<file path="config.mk">
export PLATFORM = sky130hd
export DESIGN_NAME = smm_mul
export DESIGN_NICKNAME = d
export VERILOG_FILES = /design/src/sv/smm_mul.sv
export SDC_FILE = /design/constraint.sdc
export NUM_CORES = 1
export LEC_CHECK = 0
export ABC_AREA = 1
export BUFFER_PORTS_ARGS = -buffer_cell sky130_fd_sc_hd__buf_2
export CAP_MARGIN = 20
export CORE_MARGIN = 2
export CORE_UTILIZATION = 50
export CTS_BUF_LIST = sky130_fd_sc_hd__clkbuf_4 sky130_fd_sc_hd__clkbuf_8
export DETAILED_ROUTE_END_ITERATION = 7
export PLACE_DENSITY_LB_ADDON = 0.15
export REMOVE_ABC_BUFFERS = 1
export SLEW_MARGIN = 20
export SYNTH_ARGS = -nofsm -noshare
export SYNTH_HDL_FRONTEND = slang
export SYNTH_SLANG_ARGS = --single-unit
</file>
<file path="constraint.sdc">
create_clock -name clk -period 1.5 [get_ports clk]
set_input_delay 0.225 -clock clk [delete_from_list [all_inputs] [get_ports clk]]
set_output_delay 0.225 -clock clk [all_outputs]
set_load 0.01 [all_outputs]
</file>
<file path="src/sv/smm_mul.sv">
// smm_mul: one shared 32x32 multiplier, registered product
// depends on smm_pkg
`default_nettype none
module smm_mul (
	input  wire logic        clk,
	input  wire logic        arst_n,
	input  wire logic [31:0] x,
	input  wire logic [31:0] y,
	input  wire logic        en,
	output logic      [31:0] p_q
);
	// low half of product is all the wrap needs
	always_ff @(posedge clk or negedge arst_n) begin
		if (!arst_n) begin
			p_q <= '0;
		end else if (en) begin
			p_q <= x * y;
		end
	end
endmodule
`default_nettype wire

</file>
After elaboration in Yosys (flattened, before gate mapping)
Cells that the tools add are included.
Storage, ports and cells
  input port bits: 67
  register bits: 32
  logic and storage cells: 2
Cells by class
  $mul: 1
Operators by type and width (number)
  $mul A32 B32 Y32: 1

Longest topological paths before layout
Gate-level depths: netlist (run 1).
  word-level depth: 1
  mapped depth: 33
  gate-level depth less buffers: 31

Worst setup path before layout (run 1)
Ideal clock, no wire load.
  path kind: in2reg
  start: in y[3]
  end: reg p_q[23]
  buffers on the path: 2
  arrival time: 6.254 ns
  stages: 25
  required time: 1.382 ns
  setup slack: -4.872 ns
  path through: clkbuf_1 -> buf_1 -> nand2_1 -> inv_1 -> fa_1 -> inv_1 -> fa_1 -> fa_1 -> fa_1 -> inv_1 -> fa_1 -> inv_1 -> fa_1 -> inv_1 -> fa_1 -> fa_1 -> ha_1 -> a21oi_1 -> a21boi_0 -> o221ai_1 -> a21oi_1 -> o21ai_0 -> or2_2 -> nand3_1 -> nand2_1
On the way
  longest elaborated chain between the ends: 1
RTL lines
  start, declared: RTL line 8  | input wire logic [31:0] y,
  $mul A32 B32 Y32: RTL line 17  | p_q <= x * y;
  end signal, assigned: RTL line 17
  end, declared: RTL line 10  | output logic [31:0] p_q
No other way between the ends.
A chain may end at the register's enable or synchronous reset.

Final worst setup path (run 1)
  start: in x[8]
  end: reg p_q[25]
On the way
  longest elaborated chain between the ends: 1
RTL lines
  start, declared: RTL line 7  | input wire logic [31:0] x,
  $mul A32 B32 Y32: RTL line 17
No other way between the ends.

==> results of run 1 <==
stage by stage:
stage                     TNS (ns)  cells  setup WS, ns  utilization (%)
after global placement     -123.21   3169        -4.984            59.04
after global routing       -112.58   3228        -4.726            66.05
after floorplan             -99.36   2334        -4.406                -
after CTS                  -106.94   3210        -4.467            64.11
after detailed placement   -124.59   3169        -5.030            59.04
final                      -108.02   3228        -4.492            66.05
synthesized netlist by cell type, drive strengths merged, types with 8 or more instances:
| library cell | instances | area (um2) |
|---|---|---|
| inv | 795 | 2984 |
| nand2 | 734 | 2773 |
| fa | 408 | 8168 |
| ha | 123 | 1539 |
| clkbuf | 78 | 292.8 |
| nand3 | 54 | 280.3 |
| nor2 | 35 | 131.4 |
| dfrtp | 32 | 800.8 |
| o21ai | 32 | 167.7 |
| buf | 31 | 178.9 |
| a21oi | 28 | 162.7 |
| xor2 | 19 | 166.4 |
| xnor2 | 16 | 170.2 |
| or2 | 11 | 68.82 |
| nor3 | 9 | 45.04 |
| a31oi | 8 | 56.30 |
what timing repair did:
item / in CTS / in global routing
pin swaps: 104 / 86
cloned: 5 / 2
setup endpoints to repair: 30 / 30
hold buffers: 1 / 0
setup buffers: 28 / 16
hold endpoints to repair: 22 / 0
gates resized for setup: 326 / 131
cell families after synthesis:
group	Yosys count	synth area share (%)
AOI/OAI and AO/OA	87	2.962
and+or+nand+nor	853	18.48
xor gates and xnor gates	35	1.848
adders and majority gates	531	53.31
DFF	32	4.398
buffers and inverters	905	19.00
worst paths after layout:
| check | from | end | slack (ns) |
|---|---|---|---|
| setup / recovery | x[8] | p_q[25]$_DFFE_PN0P_ | -4.49 |
| hold / removal | en | p_q[2]$_DFFE_PN0P_ | 0.45 |
| setup reg to reg | p_q[29]$_DFFE_PN0P_ | p_q[29]$_DFFE_PN0P_ | 0.82 |
| hold reg to reg | p_q[4]$_DFFE_PN0P_ | p_q[4]$_DFFE_PN0P_ | 0.47 |
| max in group asynchronous | arst_n | p_q[3]$_DFFE_PN0P_ | 0.53 |
| min in group asynchronous | arst_n | p_q[17]$_DFFE_PN0P_ | 0.50 |
worst reg2reg max path, delay by kind of cell (launching register included):
family	cells	cell delay, ns
compound gates	1	0.05
simple gates	1	0.11
flops	1	0.39
routing by layer:
metal | wire length, um | track usage (%)
met3 | 2418 | 2.499
met5 | 0 | 0
met2 | 28050 | 53.64
met1 | 22130 | 36.84
met4 | 2047 | 10.01
final cells by class:
class / count / area (um2) / area share (%)
clock buffers: 6 / 76.32 / 0.3233
clock inverters: 1 / 5.005 / 0.02120
inverters: 796 / 2993 / 12.68
multi-input cells: 1506 / 15330 / 64.94
flip-flops and latches: 32 / 800.8 / 3.392
well taps: 461 / 576.8 / 2.443
repair buffers: 426 / 3825 / 16.20
==> results.py, run 1 <==
metrics = {
    "cells_and_area": {
        "largest_register_ffs": 32,
        "reg_top3": "p_q (32)",
        "fin_nets": 3365,
        "final_common_cell": "inv_1",
        "layout_common_cells": "inv_1 (742), nand2_1 (682), fa_1 (374)",
        "final_area_um2": 23610,
        "syn_to_final_growth_pct": 29.66,
        "drive_gt1_share_pct": 25.62,
        "antenna_cells": 0,
        "regMostFlops": "p_q",
        "num-fill-cells": 3060,
    },
    "clocking": {
        "clock_path_buffers": 2,
        "cts_tree": "built",
        "htree_levels": 2,
        "clkLatencyLatePin_ns": 0.31,
        "clock-root-buffer": "clkbuf_8",
        "clkSlewWorstSetupHoldPaths_ns": 0.07,
        "clock_sinks": 32,
        "cts_buffers": 5,
    },
    "grt": {
        "grt_first_pass_wirelength_um": 87420,
        "grt_pass1_vias": 16810,
        "grt_usage_pct": 29.45,
        "globalRouteOverflowTotal": 0,
        "grt_max_degree": 37,
        "antenna_found_initial": 0,
    },
    "critical_path": {
        "cp.depth": 25,
        "cp_max_fo": 6,
        "crit_arrival_ns": 6.18,
        "end_kind": "flip-flop",
        "path_class": "input pin to flip-flop",
        "cp.required_ns": 1.69,
        "cp-start-kind": "input pin",
        "path_delay_family": "adder cells",
        "cp_slowest_stage_delay_ns": 0.63,
        "timing.critical_path.buf_inv": 8,
        "cpMaxStageDelayCell": "fa_2",
        "reg2reg_depth": 2,
        "worst_path_most_repeated_cell": "fa_1",
    },
    "route": {
        "first_iter_violations": 918,
        "wl_per_cell_um": 16.93,
        "final_antenna_net_count": 0,
        "drt-total-wl_um": 54660,
        "route.detailed.drc": 0,
        "via_per_inst": 4.840,
        "drt_pass1_iterations": 6,
        "vias": 15620,
    },
    "yosys": {
        "synth_edf_count": 0,
        "ys_ff_latch": 32,
        "syn_area_um2": 18210,
        "ys_warn_count": 0,
        "syn_avg_cell_area_um2": 7.453,
        "syn_inst": 2443,
        "async_reset_ff_share_pct": 100.0,
        "synth_flop_cell": "dfrtp_1",
        "ys_seq_area_share_pct": 4.398,
        "yosysUniqueCellTypes": 41,
    },
    "timing": {
        "fmax_mhz": 166.9,
        "relSlewSlack_pct": 52.54,
        "grt_setup_unrepaired": "true",
        "setup_violations": 30,
        "final_hold_viol_count": 0,
        "finalCriticalPeriod_ns": 5.992,
        "fin_crit_sh_pct": 399.5,
        "maxSlewViolCount": 0,
        "setup_ws_ns": -4.492,
        "whs_ns": 0.4451,
        "skew_ns": 0,
        "worst_slew_pin_slew_ns": 0.7119,
    },
    "floorplanning": {
        "coreArea_um2": 35740,
        "start_util_pct": 50.95,
        "die_area_um2": 37960,
        "ioPinCount": 99,
        "die_w_um": 194.8,
        "rows": 69,
        "die_h_um": 194.8,
    },
    "flow_run": {
        "cap_violations": 0,
    },
    "place": {
        "post-dp-hpwl_um": 44750,
        "dpl_cell_area_um2": 21100,
        "numPortBuffers": 98,
        "gp_congestion": 0.9232,
    },
    "min_path": {
        "worst_hold_path_type": "input pin to flip-flop",
        "whs_path_depth": 4,
    },
    "outcome": {
        "status": "finished with violations",
        "violations": "setup timing",
    },
}
Power of run 1 is left out: the tool's default activity adds up to more than one toggle a clock period on the data nets, which glitch-free logic cannot reach.
==> inputs of run 2 (changes only) <==
--- a/config.mk
+++ b/config.mk
@@ -6,14 +6,13 @@
 export NUM_CORES = 1
 export LEC_CHECK = 0
 export ABC_AREA = 1
-export BUFFER_PORTS_ARGS = -buffer_cell sky130_fd_sc_hd__buf_2
 export CAP_MARGIN = 20
 export CORE_MARGIN = 2
 export CORE_UTILIZATION = 50
 export CTS_BUF_LIST = sky130_fd_sc_hd__clkbuf_4 sky130_fd_sc_hd__clkbuf_8
 export DETAILED_ROUTE_END_ITERATION = 7
+export DONT_BUFFER_PORTS = 1
 export PLACE_DENSITY_LB_ADDON = 0.15
-export REMOVE_ABC_BUFFERS = 1
 export SLEW_MARGIN = 20
 export SYNTH_ARGS = -nofsm -noshare
 export SYNTH_HDL_FRONTEND = slang
==> run 2 against run 1 <==
Effect of this change:
- the flow still finishes with violations (setup timing)
- die area unchanged
- routed wire length decreased by 3.9%
- cell area decreased by 10%
- fmax increased by 3.0%
- largest cell class unchanged
- non-clock buffer count decreased by 295
- sequential share of layout area increased by 0.38 points
- critical path type unchanged
- via count decreased by 5.4%
- first-iteration DRC count decreased by 6.3%
- count of clock-buffer cells in the layout unchanged
- global-route usage decreased by 0.49 points
- hold slack got worse by 0.41 ns
==> results.py, run 2 (same netlist as run 1, synthesis figures left out) <==
metrics = {
    "outcome": {
        "status": "finished with violations",
        "violations": "setup timing",
    },
    "grt": {
        "grt_first_pass_wirelength_um": 85650,
        "grt_usage_pct": 28.96,
        "globalRouteOverflowTotal": 0,
        "antenna_found_initial": 0,
        "grt_pass1_vias": 16190,
        "grt_max_degree": 34,
    },
    "cells_and_area": {
        "largest_register_ffs": 32,
        "final_common_cell": "inv_1",
        "reg_top3": "p_q (32)",
        "drive_gt1_share_pct": 17.96,
        "syn_to_final_growth_pct": 16.52,
        "layout_common_cells": "inv_1 (730), nand2_1 (676), fa_1 (382)",
        "fin_nets": 3070,
        "antenna_cells": 0,
        "utilization_pct": 59.36,
        "regMostFlops": "p_q",
    },
    "route": {
        "wl_met3_um": 3555,
        "wl_per_cell_um": 17.92,
        "drt-total-wl_um": 52550,
        "route.detailed.drc": 0,
        "final_antenna_net_count": 0,
        "vias": 14790,
        "wl_met1_um": 21520,
        "drt_pass1_iterations": 5,
        "via_per_inst": 5.042,
        "top_layer_used": "met4",
        "wl_met2_um": 25730,
        "first_iter_violations": 860,
    },
    "timing": {
        "finalCriticalPeriod_ns": 5.820,
        "fin_crit_sh_pct": 388.0,
        "setup_violations": 29,
        "worst_slew_pin_slew_ns": 0.3935,
        "maxSlewViolCount": 0,
        "relSlewSlack_pct": 73.49,
        "whs_ns": 0.03897,
        "setup_ws_ns": -4.320,
        "grt_setup_unrepaired": "true",
        "final_hold_viol_count": 0,
        "fmax_mhz": 171.8,
        "skew_ns": 0,
        "fin_tns_setup_ns": -97.99,
    },
    "clocking": {
        "clock_sinks": 32,
        "clkLatencyLatePin_ns": 0.29,
        "cts_tree": "built",
        "cts_buffers": 5,
        "htree_levels": 2,
        "clock_path_buffers": 2,
        "clkSlewWorstSetupHoldPaths_ns": 0.07,
        "clock-root-buffer": "clkbuf_8",
    },
    "place": {
        "numPortBuffers": 0,
        "post-dp-hpwl_um": 40980,
        "gp_congestion": 0.9197,
    },
    "critical_path": {
        "cp_slowest_stage_delay_ns": 0.61,
        "worst_path_most_repeated_cell": "fa_1",
        "timing.critical_path.buf_inv": 3,
        "path_delay_family": "adder cells",
        "crit_arrival_ns": 6.01,
        "cpMaxStageDelayCell": "fa_1",
        "cp.required_ns": 1.69,
        "cp_cell_sequence": "nand2_8 -> inv_4 -> fa_1 -> fa_1 -> fa_1 -> inv_2 -> fa_1 -> inv_2 -> fa_1 -> fa_1 -> fa_1 -> fa_1 -> ha_4 -> a21oi_4 -> o21ai_2 -> a21oi_1 -> nand3_2 -> nand3_1 -> nand2_1 -> or2_4 -> nand3_2 -> nand2_1",
        "cp-start-kind": "input pin",
        "path_class": "input pin to flip-flop",
        "end_kind": "flip-flop",
        "cp_max_fo": 27,
    },
    "yosys": {
        "postSynthNetCount": 3041,
    },
    "floorplanning": {
        "coreArea_um2": 35740,
        "start_util_pct": 50.95,
        "ioPinCount": 99,
        "die_area_um2": 37960,
        "rows": 69,
        "die_h_um": 194.8,
        "die_w_um": 194.8,
    },
    "flow_run": {
        "cap_violations": 0,
    },
    "min_path": {
        "worst_hold_path_type": "input pin to flip-flop",
    },
}
run 2: worst paths after layout:
path | from | to | slack [ns] | cells after the start
worst max-delay path | y[5] | p_q[27]$_DFFE_PN0P_ | -4.32 | 22
worst max register to register | p_q[10]$_DFFE_PN0P_ | p_q[10]$_DFFE_PN0P_ | 0.70 | 2
worst min register to register | p_q[1]$_DFFE_PN0P_ | p_q[1]$_DFFE_PN0P_ | 0.55 | 2
min in group asynchronous | arst_n | p_q[30]$_DFFE_PN0P_ | 0.39 | 2
worst min-delay path | en | p_q[13]$_DFFE_PN0P_ | 0.04 | 1
max in group asynchronous | arst_n | p_q[23]$_DFFE_PN0P_ | 0.93 | 2
run 2: repair_timing:
item / 4_1_cts / 5_1_grt
endpoints found under the hold margin: 32 / 0
endpoints found under the setup margin: 29 / 29
hold buffers: 2 / 0
gates cloned: 0 / 0
gates resized for setup: 160 / 162
pin swaps: 106 / 131
setup buffers: 21 / 20
run 2: through the flow:
| stage | std cells | setup WS [ns] | instance area [um2] |
|---|---|---|---|
| finish | 2933 | -4.320 | 21220 |
| global route | 2933 | -4.482 | 21220 |
| floorplan | 2443 | -4.516 | 19270 |
| global placement | 2894 | -4.601 | 19620 |
| detailed placement | 2894 | -4.677 | 19620 |
| CTS | 2922 | -4.197 | 20510 |
run 2: cell type report:
cell class,count,area (um2)
clock buffer,6,76.32
multi-input combinational,1506,15580
clock inverter,1,5.005
sequential,32,800.8
inverter,796,3005
timing repair buffer,131,1175
tap,461,576.8
fill,3210,14530
run 2: worst reg2reg max path: stages (launching register included):
cell	delay, ns
dfrtp_1	0.42
nor2_1	0.21
a31oi_4	0.05
run 2: metal layers:
layer	up-vias	track usage, %
li1	6821	-
met1	7339	37.69
met2	526	50.42
met3	101	4.581
met4	0	7.747
met5	-	0
Power of run 2 is left out for the same reason.
==> inputs of run 3 (changes only) <==
==> constraint.sdc (replaced) <==
create_clock -name clk -period 6.2 [get_ports clk]
set_input_delay 0.93 -clock clk [delete_from_list [all_inputs] [get_ports clk]]
set_output_delay 0.93 -clock clk [all_outputs]
set_load 0.01 [all_outputs]
==> run 3 against run 2 <==
Effect of this change:
- the run still ends with setup timing left
- global-route usage shrank 1.3 points
- via count is 3.2% lower
- count of clock-buffer cells in the layout decreased by 1
- sequential cell count stayed put
- critical path type unchanged
- critical endpoint is now p_q[29]$_DFFE_PN0P_
- highest routed layer unchanged
==> results.py, run 3 (same netlist as run 1, synthesis figures left out) <==
metrics = {
    "outcome": {
        "status": "finished with violations",
        "violations": "setup timing",
    },
    "clocking": {
        "clock-root-buffer": "clkbuf_8",
        "htree_levels": 2,
        "clkLatencyLatePin_ns": 0.29,
        "clock_sinks": 32,
        "clkSlewWorstSetupHoldPaths_ns": 0.07,
        "clock_path_buffers": 2,
        "cts_tree": "built",
        "cts_buffers": 5,
    },
    "timing": {
        "relSlewSlack_pct": 41.79,
        "fin_crit_sh_pct": 102.8,
        "maxSlewViolCount": 0,
        "finalCriticalPeriod_ns": 6.374,
        "skew_ns": 0,
        "grt_setup_unrepaired": "true",
        "final_hold_viol_count": 0,
        "fmax_mhz": 156.9,
        "setup_ws_ns": -0.1737,
        "worst_slew_pin_slew_ns": 0.8678,
        "setup_violations": 11,
    },
    "flow_run": {
        "cap_violations": 0,
    },
    "place": {
        "numPortBuffers": 0,
        "dpl_cell_area_um2": 19180,
        "dp_slack_ns": -0.6112,
        "post-dp-hpwl_um": 40140,
        "gp_congestion": 0.8904,
        "dpl.cell_count": 2876,
    },
    "critical_path": {
        "regToRegEndpoint": "p_q[16]$_DFFE_PN0P_",
        "cp-start-kind": "input pin",
        "worst_path_most_repeated_cell": "fa_1",
        "timing.critical_path.buf_inv": 7,
        "worstReg2RegStart": "p_q[16]$_DFFE_PN0P_",
        "path_delay_family": "adder cells",
        "cp.required_ns": 6.41,
        "path_class": "input pin to flip-flop",
        "crit_arrival_ns": 6.58,
        "cpMaxStageDelayCell": "fa_1",
        "reg2reg_depth": 2,
        "cp_cell_sequence": "nand2_2 -> inv_2 -> fa_1 -> inv_1 -> fa_1 -> fa_1 -> fa_1 -> inv_1 -> fa_1 -> inv_2 -> fa_1 -> inv_1 -> fa_1 -> fa_1 -> ha_4 -> a21oi_4 -> buf_6 -> o21ai_4 -> buf_4 -> nor2_1 -> o211ai_1 -> or2_4 -> a31oi_1",
        "cp_slowest_stage_delay_ns": 0.56,
        "worst-r2r-setup-slack_ns": 5.46,
        "end_kind": "flip-flop",
        "cp_max_fo": 30,
    },
    "floorplanning": {
        "rows": 69,
        "ioPinCount": 99,
        "die_w_um": 194.8,
        "die_h_um": 194.8,
        "die_area_um2": 37960,
        "start_util_pct": 50.95,
        "coreArea_um2": 35740,
    },
    "route": {
        "drt-total-wl_um": 50270,
        "final_antenna_net_count": 0,
        "via_per_inst": 4.947,
        "route.detailed.drc": 0,
        "drt_pass1_iterations": 5,
        "wl_per_cell_um": 17.38,
        "vias": 14310,
        "first_iter_violations": 792,
    },
    "yosys": {
        "postSynthNetCount": 3041,
    },
    "cells_and_area": {
        "regMostFlops": "p_q",
        "largest_register_ffs": 32,
        "final_area_um2": 20170,
        "drive_gt1_share_pct": 12.96,
        "layout_common_cells": "inv_1 (746), nand2_1 (691), fa_1 (384)",
        "utilization_pct": 56.43,
        "fin_nets": 3028,
        "final_common_cell": "inv_1",
        "fin_cells": 2892,
        "antenna_cells": 0,
        "syn_to_final_growth_pct": 10.77,
        "num-fill-cells": 3400,
        "reg_top3": "p_q (32)",
    },
    "grt": {
        "antenna_found_initial": 0,
        "grt_pass1_vias": 15700,
        "grt_max_degree": 37,
        "grt_first_pass_wirelength_um": 82010,
        "grt_usage_pct": 27.63,
        "globalRouteOverflowTotal": 0,
    },
    "min_path": {
        "worst_hold_path_type": "input pin to asynchronous set/reset pin",
    },
}
==> run 3: cell types whose count changed in the layout (fill, tap and decap cells not counted), moves of 6 or more <==
cell | before | now
ha_1 | 72 | 99
ha_4 | 50 | 24
buf_6 | 37 | 13
inv_1 | 730 | 746
nand2_1 | 676 | 691
buf_4 | 89 | 76
o21ai_0 | 3 | 16
inv_2 | 58 | 47
nor2_1 | 15 | 24
o21ai_2 | 13 | 4
nand2_4 | 18 | 10
nor2_2 | 10 | 2
o21ai_1 | 14 | 8
==> run 3: worst reg2reg max path, stage by stage, from the launching register on <==
cell	delay, ns
dfrtp_1	0.42
nand2_1	0.08
o21ai_0	0.10
==> run 3: worst max path at each step <==
stage	start	endpoint	cells past startpoint	slack [ns]
final	y[2]	p_q[29]$_DFFE_PN0P_	23	-0.17
after global routing	x[11]	p_q[31]$_DFFE_PN0P_	25	-0.36
after CTS	x[10]	p_q[30]$_DFFE_PN0P_	22	-0.19
after detailed placement	x[11]	p_q[29]$_DFFE_PN0P_	22	-0.61
after global placement	y[2]	p_q[23]$_DFFE_PN0P_	23	-0.59
after floorplan	y[7]	p_q[23]$_DFFE_PN0P_	25	-0.52
==> run 3: what timing repair did <==
action	CTS	global route
hold buffers	0	0
endpoints found under the setup margin	12	16
pin swaps	96	79
buffers inserted	5	3
gates resized for setup	127	97
endpoints found under the hold margin	0	0
==> run 3: cell type report <==
cell class | count | area (um2) | area share, %
flip-flops and latches | 32 | 800.8 | 3.970
repair buffers | 89 | 716.9 | 3.554
inverters | 796 | 2993 | 14.84
well taps | 461 | 576.8 | 2.860
multi-input cells | 1506 | 14970 | 74.23
clock buffers | 5 | 68.82 | 0.3412
clock inverters | 3 | 42.54 | 0.2109
==> run 3: per-layer routing <==
metal / up-vias / track usage (%) / share of wire, % / routed length (um)
li1: 6728 / - / - / -
met1: 7124 / 35.67 / 41 / 20830
met2: 398 / 51.33 / 52 / 26100
met3: 57 / 1.648 / 4.9 / 2460
met4: 0 / 5.655 / 1.7 / 879
met5: - / 0 / 0 / 0
==> run 3: stage by stage <==
step                hold WS (ns)  setup TNS, ns
floorplan                 0.5086         -3.999
global placement          0.5242         -6.638
detailed placement        0.5346         -6.856
CTS                       0.3208        -0.9820
global route              0.3183         -3.131
finish                    0.3303         -1.150
Power of run 3 is left out for the same reason.
